===== src/rtl/core/ftcd_pkg.sv =====
`timescale 1ns / 1ps
`default_nettype none
// ----------------------------------------------------------------------------
// ftcd_pkg
// shared types, constants and coefficient lookup of the tilt change detector
// ----------------------------------------------------------------------------
package ftcd_pkg;

    localparam int TAPS      = 16;
    localparam int TAP_W     = 4;
    localparam int AXES      = 3;
    localparam int SMP_W     = 8;
    localparam int COEF_W    = 23;
    localparam int PROD_W    = SMP_W + COEF_W;
    localparam int FIR_W     = 32;
    localparam int HALF_W    = 16;
    localparam int DPROD_W   = 2 * HALF_W;
    localparam int DOT_W     = 34;
    localparam int THR_W     = 31;
    localparam int LEN_W     = 7;
    localparam int SEC_W     = 8;
    localparam int CFG_IDX_W = 2;
    localparam int CFG_W     = 31;

    localparam logic [THR_W-1:0] THR_RST = 31'd102746112;
    localparam logic [LEN_W-1:0] LEN_RST = 7'd25;

    localparam logic [CFG_IDX_W-1:0] REG_TILT_THRESHOLD  = 2'd0;
    localparam logic [CFG_IDX_W-1:0] REG_INTERVAL_LENGTH = 2'd1;

    typedef struct packed {
        logic signed [SMP_W-1:0] x_sample;
        logic signed [SMP_W-1:0] y_sample;
        logic signed [SMP_W-1:0] z_sample;
    } smp_word_t;

    typedef struct packed {
        logic                    decimated;
        logic                    angle_changed;
        logic                    tilt_ok;
        logic                    is_settled;
        logic signed [FIR_W-1:0] filtered_x;
        logic signed [FIR_W-1:0] filtered_y;
        logic signed [FIR_W-1:0] filtered_z;
        logic [SEC_W-1:0]        interval_count;
    } res_word_t;

    typedef logic [AXES-1:0][FIR_W-1:0]  fir_vec_t;
    typedef logic [AXES-1:0][HALF_W-1:0] ref_vec_t;

    typedef enum logic [1:0] {
        S_IDLE,
        S_FIR,
        S_DOT,
        S_DONE
    } ftcd_state_t;

    function automatic logic signed [COEF_W-1:0] coef_at(input logic [TAP_W-1:0] j);
        logic [TAP_W-1:0] m;
        logic signed [COEF_W-1:0] c;
        begin
            m = j[TAP_W-1] ? ~j : j;
            case (m)
                4'd0:    c = 23'sd133756;
                4'd1:    c = 23'sd213239;
                4'd2:    c = 23'sd435727;
                4'd3:    c = 23'sd779334;
                4'd4:    c = 23'sd1191587;
                4'd5:    c = 23'sd1599781;
                4'd6:    c = 23'sd1926767;
                4'd7:    c = 23'sd2108413;
                default: c = '0;
            endcase
            return c;
        end
    endfunction

endpackage
`default_nettype wire


===== src/rtl/core/ftcd_if.sv =====
`timescale 1ns / 1ps
`default_nettype none
// ----------------------------------------------------------------------------
// ftcd_if
// valid/ready channels for sample words and result words
// ----------------------------------------------------------------------------
interface ftcd_in_if;
    import ftcd_pkg::*;
    logic      valid;
    logic      ready;
    smp_word_t data;
    modport source (output valid, output data, input ready);
    modport sink (input valid, input data, output ready);
endinterface

interface ftcd_out_if;
    import ftcd_pkg::*;
    logic      valid;
    logic      ready;
    res_word_t data;
    modport source (output valid, output data, input ready);
    modport sink (input valid, input data, output ready);
endinterface
`default_nettype wire


===== src/rtl/core/ftcd_ram.sv =====
`timescale 1ns / 1ps
`default_nettype none
// ----------------------------------------------------------------------------
// ftcd_ram
// generic single write, single read ram with registered read data
// ----------------------------------------------------------------------------
module ftcd_ram #(
    parameter int WIDTH = 24,
    parameter int DEPTH = 16
) (
    input  wire logic                     clk,
    input  wire logic                     we,
    input  wire logic [$clog2(DEPTH)-1:0] waddr,
    input  wire logic [WIDTH-1:0]         wdata,
    input  wire logic                     re,
    input  wire logic [$clog2(DEPTH)-1:0] raddr,
    output logic      [WIDTH-1:0]         rdata
);

    logic [WIDTH-1:0] mem [DEPTH];

    always_ff @(posedge clk)
    begin
        if (we)
        begin
            mem[waddr] <= wdata;
        end
        if (re)
        begin
            rdata <= mem[raddr];
        end
    end

endmodule
`default_nettype wire


===== src/rtl/core/ftcd_fir.sv =====
`timescale 1ns / 1ps
`default_nettype none
// ----------------------------------------------------------------------------
// ftcd_fir
// sample ring memory and three-lane tap walking multiply-accumulate
// ----------------------------------------------------------------------------
module ftcd_fir (
    input  wire logic                       clk,
    input  wire logic                       rst_n,
    input  wire logic                       wr_en,
    input  wire logic [ftcd_pkg::TAP_W-1:0] wr_addr,
    input  wire ftcd_pkg::smp_word_t        wr_data,
    input  wire logic                       start,
    input  wire logic [ftcd_pkg::TAP_W-1:0] newest,
    output logic                            done,
    output ftcd_pkg::fir_vec_t              fir
);
    import ftcd_pkg::*;

    logic [TAPS-1:0]          vld_reg;
    logic                     issue_reg;
    logic [TAP_W-1:0]         cnt_reg;
    logic [TAP_W-1:0]         newest_reg;
    logic                     s1_vld_reg;
    logic                     s1_last_reg;
    logic [TAP_W-1:0]         s1_tap_reg;
    logic                     rd_vld_reg;
    logic                     p_vld_reg;
    logic                     p_last_reg;
    logic                     done_reg;
    logic signed [PROD_W-1:0] prod_reg [AXES];
    logic signed [FIR_W-1:0]  acc_reg  [AXES];
    logic signed [FIR_W-1:0]  acc_next [AXES];
    fir_vec_t                 fir_reg;
    logic [TAP_W-1:0]         rd_addr;
    logic [AXES*SMP_W-1:0]    ram_rdata;
    smp_word_t                rd_w;
    logic signed [SMP_W-1:0]  samp [AXES];
    logic signed [COEF_W-1:0] coef;

    assign rd_addr = newest_reg - cnt_reg;

    ftcd_ram #(
        .WIDTH (AXES * SMP_W),
        .DEPTH (TAPS)
    ) u_ring (
        .clk   (clk),
        .we    (wr_en),
        .waddr (wr_addr),
        .wdata (wr_data),
        .re    (issue_reg),
        .raddr (rd_addr),
        .rdata (ram_rdata)
    );

    // entries never written read as zero
    always_comb
    begin
        rd_w    = rd_vld_reg ? smp_word_t'(ram_rdata) : '0;
        samp[0] = rd_w.x_sample;
        samp[1] = rd_w.y_sample;
        samp[2] = rd_w.z_sample;
        coef    = coef_at(s1_tap_reg);
        for (int a = 0; a < AXES; a++)
        begin
            acc_next[a] = acc_reg[a] + FIR_W'(prod_reg[a]);
        end
    end

    always_ff @(posedge clk or negedge rst_n)
    begin
        if (!rst_n)
        begin
            vld_reg     <= '0;
            issue_reg   <= 1'b0;
            cnt_reg     <= '0;
            newest_reg  <= '0;
            s1_vld_reg  <= 1'b0;
            s1_last_reg <= 1'b0;
            s1_tap_reg  <= '0;
            rd_vld_reg  <= 1'b0;
            p_vld_reg   <= 1'b0;
            p_last_reg  <= 1'b0;
            done_reg    <= 1'b0;
            fir_reg     <= '0;
        end
        else
        begin
            if (wr_en)
            begin
                vld_reg[wr_addr] <= 1'b1;
            end
            if (start)
            begin
                issue_reg  <= 1'b1;
                cnt_reg    <= '0;
                newest_reg <= newest;
            end
            else if (issue_reg)
            begin
                cnt_reg <= cnt_reg + 1'b1;
                if (cnt_reg == TAP_W'(TAPS - 1))
                begin
                    issue_reg <= 1'b0;
                end
            end
            s1_vld_reg  <= issue_reg;
            s1_last_reg <= issue_reg && (cnt_reg == TAP_W'(TAPS - 1));
            s1_tap_reg  <= cnt_reg;
            rd_vld_reg  <= vld_reg[rd_addr];
            p_vld_reg   <= s1_vld_reg;
            p_last_reg  <= s1_last_reg;
            done_reg    <= p_last_reg;
            if (p_last_reg)
            begin
                for (int a = 0; a < AXES; a++)
                begin
                    fir_reg[a] <= acc_next[a];
                end
            end
        end
    end

    always_ff @(posedge clk)
    begin
        for (int a = 0; a < AXES; a++)
        begin
            prod_reg[a] <= samp[a] * coef;
            if (start)
            begin
                acc_reg[a] <= '0;
            end
            else if (p_vld_reg)
            begin
                acc_reg[a] <= acc_next[a];
            end
        end
    end

    assign done = done_reg;
    assign fir  = fir_reg;

endmodule
`default_nettype wire


===== src/rtl/core/ftcd_dot.sv =====
`timescale 1ns / 1ps
`default_nettype none
// ----------------------------------------------------------------------------
// ftcd_dot
// serial dot product of reference and filtered vector, threshold compare
// ----------------------------------------------------------------------------
module ftcd_dot (
    input  wire logic                       clk,
    input  wire logic                       rst_n,
    input  wire logic                       start,
    input  wire ftcd_pkg::ref_vec_t         ref_vec,
    input  wire ftcd_pkg::fir_vec_t         fir,
    input  wire logic [ftcd_pkg::THR_W-1:0] threshold,
    output logic                            done,
    output logic                            above
);
    import ftcd_pkg::*;

    logic                      run_reg;
    logic [1:0]                cnt_reg;
    logic                      p_vld_reg;
    logic                      p_last_reg;
    logic                      c_vld_reg;
    logic                      done_reg;
    logic                      above_reg;
    logic signed [DPROD_W-1:0] prod_reg;
    logic signed [DOT_W-1:0]   acc_reg;
    logic signed [DOT_W-1:0]   acc_next;
    logic signed [HALF_W-1:0]  ref_a;
    logic signed [HALF_W-1:0]  cur_a;
    logic                      last;

    assign ref_a    = $signed(ref_vec[cnt_reg]);
    assign cur_a    = $signed(fir[cnt_reg][FIR_W-1 -: HALF_W]);
    assign acc_next = acc_reg + DOT_W'(prod_reg);
    assign last     = (cnt_reg == 2'(AXES - 1));

    always_ff @(posedge clk or negedge rst_n)
    begin
        if (!rst_n)
        begin
            run_reg    <= 1'b0;
            cnt_reg    <= '0;
            p_vld_reg  <= 1'b0;
            p_last_reg <= 1'b0;
            c_vld_reg  <= 1'b0;
            done_reg   <= 1'b0;
            above_reg  <= 1'b0;
        end
        else
        begin
            if (start)
            begin
                run_reg <= 1'b1;
                cnt_reg <= '0;
            end
            else if (run_reg)
            begin
                cnt_reg <= cnt_reg + 1'b1;
                if (last)
                begin
                    run_reg <= 1'b0;
                end
            end
            p_vld_reg  <= run_reg;
            p_last_reg <= run_reg && last;
            c_vld_reg  <= p_last_reg;
            done_reg   <= c_vld_reg;
            if (c_vld_reg)
            begin
                above_reg <= acc_reg > $signed({3'b000, threshold});
            end
        end
    end

    always_ff @(posedge clk)
    begin
        prod_reg <= ref_a * cur_a;
        if (start)
        begin
            acc_reg <= '0;
        end
        else if (p_vld_reg)
        begin
            acc_reg <= acc_next;
        end
    end

    assign done  = done_reg;
    assign above = above_reg;

endmodule
`default_nettype wire


===== src/rtl/core/fir_tilt_change_detector.sv =====
`timescale 1ns / 1ps
`default_nettype none
// ----------------------------------------------------------------------------
// fir_tilt_change_detector
// decimating low-pass fir over x/y/z samples with tilt change detection
//
//  channel  dir  handshake     word
//  smp      in   valid/ready   smp_word_t   one x/y/z sample
//  res      out  valid/ready   res_word_t   one result per sample
//  cfg      in   cfg_we        cfg_index, cfg_data
//
//  a sample that is not decimated skips the filter and goes to the done state
//  a decimated sample takes 16 tap reads from the ring ram
//  through the three-lane mac, then 3 serial products of the dot unit
//  one sample in flight; smp is taken while a result waits on res
//  a stalled res holds the next finished result in the done state
//  reset clears control state; the ring reads as zero until written
// ----------------------------------------------------------------------------
module fir_tilt_change_detector #(
    parameter int DECIMATION = 4
) (
    input  wire logic                           clk,
    input  wire logic                           rst_n,
    ftcd_in_if.sink                             smp,
    ftcd_out_if.source                          res,
    input  wire logic                           cfg_we,
    input  wire logic [ftcd_pkg::CFG_IDX_W-1:0] cfg_index,
    input  wire logic [ftcd_pkg::CFG_W-1:0]     cfg_data
);
    import ftcd_pkg::*;

    localparam int PH_W = (DECIMATION > 1) ? $clog2(DECIMATION) : 1;

    ftcd_state_t       state_reg, state_next;
    logic [TAP_W-1:0]  widx_reg;
    logic [PH_W-1:0]   phase_reg;
    logic              dec_reg;
    logic [THR_W-1:0]  thr_reg;
    logic [LEN_W-1:0]  len_reg;
    logic [LEN_W-1:0]  cdown_reg, cdown_next;
    logic [SEC_W-1:0]  sec_reg, sec_next;
    logic              settled_reg, settled_next;
    logic              good_reg, good_next;
    ref_vec_t          ref_reg;
    logic              out_valid_reg;
    res_word_t         out_data_reg;

    logic              accept;
    logic              out_free;
    logic              commit;
    logic              fir_start;
    logic              dot_start;
    logic              fir_done;
    logic              dot_done;
    logic              above;
    fir_vec_t          fir;
    logic              tilt;
    logic              changed;
    logic              capture;
    logic [LEN_W-1:0]  cd;
    logic              g;

    assign accept   = smp.valid && smp.ready;
    assign out_free = !out_valid_reg || res.ready;

    ftcd_fir u_fir (
        .clk     (clk),
        .rst_n   (rst_n),
        .wr_en   (accept),
        .wr_addr (widx_reg),
        .wr_data (smp.data),
        .start   (fir_start),
        .newest  (widx_reg),
        .done    (fir_done),
        .fir     (fir)
    );

    ftcd_dot u_dot (
        .clk       (clk),
        .rst_n     (rst_n),
        .start     (dot_start),
        .ref_vec   (ref_reg),
        .fir       (fir),
        .threshold (thr_reg),
        .done      (dot_done),
        .above     (above)
    );

    // next state
    always_comb
    begin
        state_next = state_reg;
        case (state_reg)
            S_IDLE:
            begin
                if (accept)
                begin
                    state_next = (phase_reg == '0) ? S_FIR : S_DONE;
                end
            end
            S_FIR:
            begin
                if (fir_done)
                begin
                    state_next = S_DOT;
                end
            end
            S_DOT:
            begin
                if (dot_done)
                begin
                    state_next = S_DONE;
                end
            end
            S_DONE:
            begin
                if (out_free)
                begin
                    state_next = S_IDLE;
                end
            end
            default: state_next = S_IDLE;
        endcase
    end

    // state outputs
    always_comb
    begin
        smp.ready = 1'b0;
        fir_start = 1'b0;
        dot_start = 1'b0;
        commit    = 1'b0;
        case (state_reg)
            S_IDLE:
            begin
                smp.ready = 1'b1;
                fir_start = smp.valid && (phase_reg == '0);
            end
            S_FIR:
            begin
                dot_start = fir_done;
            end
            S_DOT:
            begin
            end
            S_DONE:
            begin
                commit = out_free;
            end
            default:
            begin
            end
        endcase
    end

    // interval bookkeeping for the finished word
    always_comb
    begin
        cdown_next   = cdown_reg;
        sec_next     = sec_reg;
        settled_next = settled_reg;
        good_next    = good_reg;
        tilt         = 1'b0;
        changed      = 1'b0;
        capture      = 1'b0;
        cd           = cdown_reg - 1'b1;
        g            = good_reg;
        if (dec_reg)
        begin
            cdown_next = cd;
            if (settled_reg)
            begin
                tilt = above;
                g    = good_reg || above;
                good_next = g;
                if (cd == '0)
                begin
                    changed      = !g;
                    settled_next = g;
                    good_next    = 1'b0;
                    cdown_next   = len_reg;
                    sec_next     = sec_reg + 1'b1;
                end
            end
            else if (cd == '0)
            begin
                cdown_next   = len_reg;
                sec_next     = '0;
                settled_next = 1'b1;
                good_next    = 1'b1;
                capture      = 1'b1;
            end
        end
    end

    always_ff @(posedge clk or negedge rst_n)
    begin
        if (!rst_n)
        begin
            state_reg     <= S_IDLE;
            widx_reg      <= '0;
            phase_reg     <= '0;
            dec_reg       <= 1'b0;
            thr_reg       <= THR_RST;
            len_reg       <= LEN_RST;
            cdown_reg     <= LEN_RST;
            sec_reg       <= '0;
            settled_reg   <= 1'b0;
            good_reg      <= 1'b0;
            out_valid_reg <= 1'b0;
        end
        else
        begin
            state_reg <= state_next;
            if (cfg_we)
            begin
                case (cfg_index)
                    REG_TILT_THRESHOLD:  thr_reg <= cfg_data[THR_W-1:0];
                    REG_INTERVAL_LENGTH: len_reg <= cfg_data[LEN_W-1:0];
                    default:
                    begin
                    end
                endcase
            end
            if (accept)
            begin
                widx_reg <= widx_reg + 1'b1;
                dec_reg  <= (phase_reg == '0);
                if ((widx_reg == TAP_W'(TAPS - 1)) || (phase_reg == PH_W'(DECIMATION - 1)))
                begin
                    phase_reg <= '0;
                end
                else
                begin
                    phase_reg <= phase_reg + 1'b1;
                end
            end
            if (commit)
            begin
                cdown_reg     <= cdown_next;
                sec_reg       <= sec_next;
                settled_reg   <= settled_next;
                good_reg      <= good_next;
                out_valid_reg <= 1'b1;
            end
            else if (res.ready)
            begin
                out_valid_reg <= 1'b0;
            end
        end
    end

    always_ff @(posedge clk)
    begin
        if (commit)
        begin
            out_data_reg.decimated      <= dec_reg;
            out_data_reg.angle_changed  <= changed;
            out_data_reg.tilt_ok        <= tilt;
            out_data_reg.is_settled     <= settled_next;
            out_data_reg.filtered_x     <= $signed(fir[0]);
            out_data_reg.filtered_y     <= $signed(fir[1]);
            out_data_reg.filtered_z     <= $signed(fir[2]);
            out_data_reg.interval_count <= sec_next;
            if (capture)
            begin
                for (int a = 0; a < AXES; a++)
                begin
                    ref_reg[a] <= fir[a][FIR_W-1 -: HALF_W];
                end
            end
        end
    end

    assign res.valid = out_valid_reg;
    assign res.data  = out_data_reg;

    a_fir_done_in_fir: assert property (@(posedge clk) disable iff (!rst_n)
        fir_done |-> (state_reg == S_FIR))
        else $error("filter finished outside filter phase");

    a_dot_done_in_dot: assert property (@(posedge clk) disable iff (!rst_n)
        dot_done |-> (state_reg == S_DOT))
        else $error("dot product finished outside dot phase");

    a_change_clears_settled: assert property (@(posedge clk) disable iff (!rst_n)
        (out_valid_reg && out_data_reg.angle_changed) |-> !out_data_reg.is_settled)
        else $error("angle change reported while still settled");

    a_tilt_needs_decimation: assert property (@(posedge clk) disable iff (!rst_n)
        (out_valid_reg && out_data_reg.tilt_ok) |-> out_data_reg.decimated)
        else $error("tilt flagged on a word without filter run");

endmodule
`default_nettype wire

===== src/flat_wrapper.sv =====
// flat-port wrapper written by rule: the top's interface ports become plain ports
module fir_tilt_change_detector_flat import ftcd_pkg::*;
#(
    parameter int DECIMATION = 4
)
  (clk, rst_n, cfg_we, cfg_index, cfg_data, smp_valid, smp_data, smp_ready, res_valid, res_data, res_ready);
  ftcd_in_if smp_i ();
  ftcd_out_if res_i ();
  input  wire logic clk;
  input  wire logic rst_n;
  input  wire logic cfg_we;
  input  wire logic [ftcd_pkg::CFG_IDX_W-1:0] cfg_index;
  input  wire logic [ftcd_pkg::CFG_W-1:0] cfg_data;
  input wire logic [$bits(smp_i.valid)-1:0] smp_valid;
  input wire logic [$bits(smp_i.data)-1:0] smp_data;
  output wire logic [$bits(smp_i.ready)-1:0] smp_ready;
  output wire logic [$bits(res_i.valid)-1:0] res_valid;
  output wire logic [$bits(res_i.data)-1:0] res_data;
  input wire logic [$bits(res_i.ready)-1:0] res_ready;
  assign smp_i.valid = smp_valid;
  assign smp_i.data = smp_data;
  assign smp_ready = smp_i.ready;
  assign res_valid = res_i.valid;
  assign res_data = res_i.data;
  assign res_i.ready = res_ready;
  fir_tilt_change_detector #(.DECIMATION(DECIMATION)) u_core (.clk(clk), .rst_n(rst_n), .smp(smp_i), .res(res_i), .cfg_we(cfg_we), .cfg_index(cfg_index), .cfg_data(cfg_data));
endmodule

===== config.mk =====
export PLATFORM = sky130hd
export DESIGN_NAME = fir_tilt_change_detector_flat
export DESIGN_NICKNAME = d
export VERILOG_FILES = /design/src/rtl/core/ftcd_pkg.sv /design/src/rtl/core/ftcd_if.sv /design/src/rtl/core/ftcd_ram.sv /design/src/rtl/core/ftcd_fir.sv /design/src/rtl/core/ftcd_dot.sv /design/src/rtl/core/fir_tilt_change_detector.sv /design/src/flat_wrapper.sv
export SDC_FILE = /design/constraint.sdc
export NUM_CORES = 2
export LEC_CHECK = 0
export ABC_AREA = 1
export BUFFER_PORTS_ARGS = -buffer_cell sky130_fd_sc_hd__buf_2
export CAP_MARGIN = 10
export CORE_MARGIN = 1.5
export CORE_UTILIZATION = 65
export DETAILED_ROUTE_END_ITERATION = 16
export PLACE_DENSITY = 0.83
export SYNTH_ARGS = -nofsm -noshare
export SYNTH_HDL_FRONTEND = slang
export SYNTH_HIERARCHICAL = 1
export SYNTH_SLANG_ARGS = --single-unit
export TNS_END_PERCENT = 10

===== constraint.sdc =====
create_clock -name clk -period 8.6 [get_ports clk]
set_input_delay 0.43 -clock clk [delete_from_list [all_inputs] [get_ports clk]]
set_output_delay 0.43 -clock clk [all_outputs]
set_load 0.1 [all_outputs]

==> out/summary.txt <==
Mean Syn Cell Area: 8.36 µm²
RSZ-0062 raised after global routing: false
Number of synthesized flops with an enable pin: 660
Syn Nets: 10308
Worst R2R Path Depth: 22
Worst-path clk slew: 60 ps
Top sig layer: met5
Worst Max-Slew Pin Slew: 1100 ps
Hold Vio Cnt, Final: 0
Worst setup EP type: register
H-tree depth: 3
CP Max Fanout: 35
Max Root-Sink Buffers: 3
Register Area: 28100 µm²
Initial Util: 0.657
Register bit total from synthesis: 1023
Synth top area share: 0.259
CTS tree: done
Slew Limit Headroom: 0.267
Die ar.: 120000 µm²
Max Cap Viol: 0
# DRC: 0
Finished Layout Cells: 10902
Via count of the routed design: 61314
CTS root buf: clkbuf_16
M1 WL: 80700 µm
Die height: 346 µm
Routed WL: 212000 µm
GRT overflow: 0
Clock net sink count: 1023
Sequential area share after synthesis: 0.367
Status: finished, final reports clean
Top Ports: 172
Layout area overhead: 7.78%
Slew Limit Fails: 0
Vias in the first global route: 61793
Worst min-delay path class: input pin to register
Post-synth cell types: 66
Number of detailed-route iterations in the first pass: 7
Met2 wire len: 98700 µm
Reg with most FFs: u_core/u_fir/u_ring/mem
Hpwl dp: 157000 µm
Synth warnings: 6
Req. time, crit path: 9240 ps
Fillers: 8746
Commonest cells after routing, fill and taps aside: 2377 x nand2_1, 1939 x inv_1, 862 x nor2_1, 660 x edfxtp_1, 608 x fa_1
Critical Path Start Type: register
Commonest non-fill, non-tap cell in the layout: nand2_1
WP data arrival: 8220 ps
Post-CTS setup repair buffer count: 0
Period utilization: 0.881
GPL Wtd Cong: 0.973
Row Count: 125
Number of buffers inserted by port buffering: 171
Global-route wire length before repair: 333000 µm
Layout cells sized above 1: 0.0611
Worst hold path cell count: 1
Multi-input logic area: 40000 µm²
Worst skew pair latency: 770 ps
Final setup viols: 0
Post-Place Cells: 10668
Max reg flops: 384
Ys async rst share: 0.199
Post-Syn Instances: 9154
Largest cells by area after synthesis: edfxtp_1 26%, fa_1 16%, nand2_1 12%
Initial antenna violation count: 8
Net count, final: 10442
Crit Path Category: register to register
Final setup TNS: 0 ps
CTS Buf Count: 103
Vias/cell: 5.62
Cell taking the most area after synthesis: edfxtp_1
Core footprint: 117000 µm²
Synthesized cell area: 76600 µm²
Met3 wire length: 21700 µm
Minimum clock period: 7580 ps
Pin count of the biggest net entering global routing: 98
Horiz. Die Dim: 346 µm
CTS resizes: 0
Total GRT Usage: 0.358
Synth Flop Type: edfxtp_1
Clk_skew: 76.2 ps
Wire per inst: 19.5 µm
Cts hold-fix bufs: 39
Max Fclk: 132 MHz
DRT antenna net count: 0
DRT iter0 DRCs: 6800
[final timing paths]
path | from | slack, ps | to
min | smp_data[14] | 50 | u_core/u_fir/u_ring/mem[3][14]
max in group asynchronous | rst_n | 6740 | u_core/thr_reg[23]
max | u_core/u_dot/cnt_reg[0] | 1020 | u_core/u_dot/prod_reg[31]
min in group asynchronous | rst_n | 280 | u_core/sec_reg[3]
min reg2reg | u_core/u_fir/s1_last_reg | 360 | u_core/u_fir/p_last_reg
max reg2reg | u_core/u_dot/cnt_reg[0] | 1020 | u_core/u_dot/prod_reg[31]
[metrics by stage]
step                instance area (µm²)  hold slack (ps)  setup slack (ps)   util
floorplan                         76600              134              2390      -
global placement                  78700              331              1240  0.676
detailed placement                78700              350              1100  0.676
CTS                               82500             4.61              1080  0.708
global route                      82500             37.5               510  0.708
finish                            82500             50.1              1020  0.708
[worst max-delay path: stages (launching register included)]
cell and delay [ps]:
dfrtp_1 730, inv_2 600, nor2_1 100, o21ai_2 590, nand2_1 250, fa_1 630
inv_1 80, fa_1 910, inv_1 200, fa_1 580, inv_1 50, fa_1 460
fa_1 540, inv_1 50, fa_1 540, inv_1 40, ha_1 340, nand2_1 110
nor2_1 150, nand2_1 80, or2_1 220, nand3_1 90, xor2_1 140
[routing by layer]
layer | track usage | vias up
met2 | 0.578 | 3189
met4 | 0.176 | 2
met1 | 0.465 | 29087
met5 | 0 | -
li1 | - | 28395
met3 | 0.0688 | 641
[area by class of cell]
cell class | instances | area share
Antenna cell | 3 | 0.0000910
Clock buffer | 137 | 0.0339
Clock inverter | 55 | 0.00740
Inverter | 1973 | 0.0900
Multi-Input combinational cell | 5919 | 0.484
Sequential cell | 1023 | 0.341
Tap cell | 1524 | 0.0231
Timing Repair Buffer | 268 | 0.0205
[Yosys cell counts (all sizes together) (2+ instances only)]
library cell / n
clkinv: 7
a21o: 21
nand3: 541
dfrtp: 188
a21oi: 265
nor4: 6
o22ai: 3
a21boi: 7
fa: 609
nor2: 905
dfxtp: 159
o21bai: 35
buf: 154
nand2: 2388
nand3b: 25
and2: 5
dfstp: 16
inv: 1966
mux2: 24
or2: 19
xor2: 84
a211oi: 3
o211ai: 7
ha: 483
nand4: 57
a31oi: 9
o21a: 2
edfxtp: 660
xnor2: 83
clkbuf: 85
nor3: 55
o21ai: 269
a32oi: 4
o31ai: 3
[cell families after synthesis]
kind of cell / Yosys count / share of synthesized area
compound gates: 632 / 0.0469
mux: 24 / 0.00353
simple gates: 4004 / 0.213
flops: 1023 / 0.367
buf+inv: 2212 / 0.112
xor+xnor: 167 / 0.0193
fa+ha+maj: 1092 / 0.238
Power is left out: the tool's default activity adds up to more than one toggle a clock period on the data nets, which glitch-free logic cannot reach.
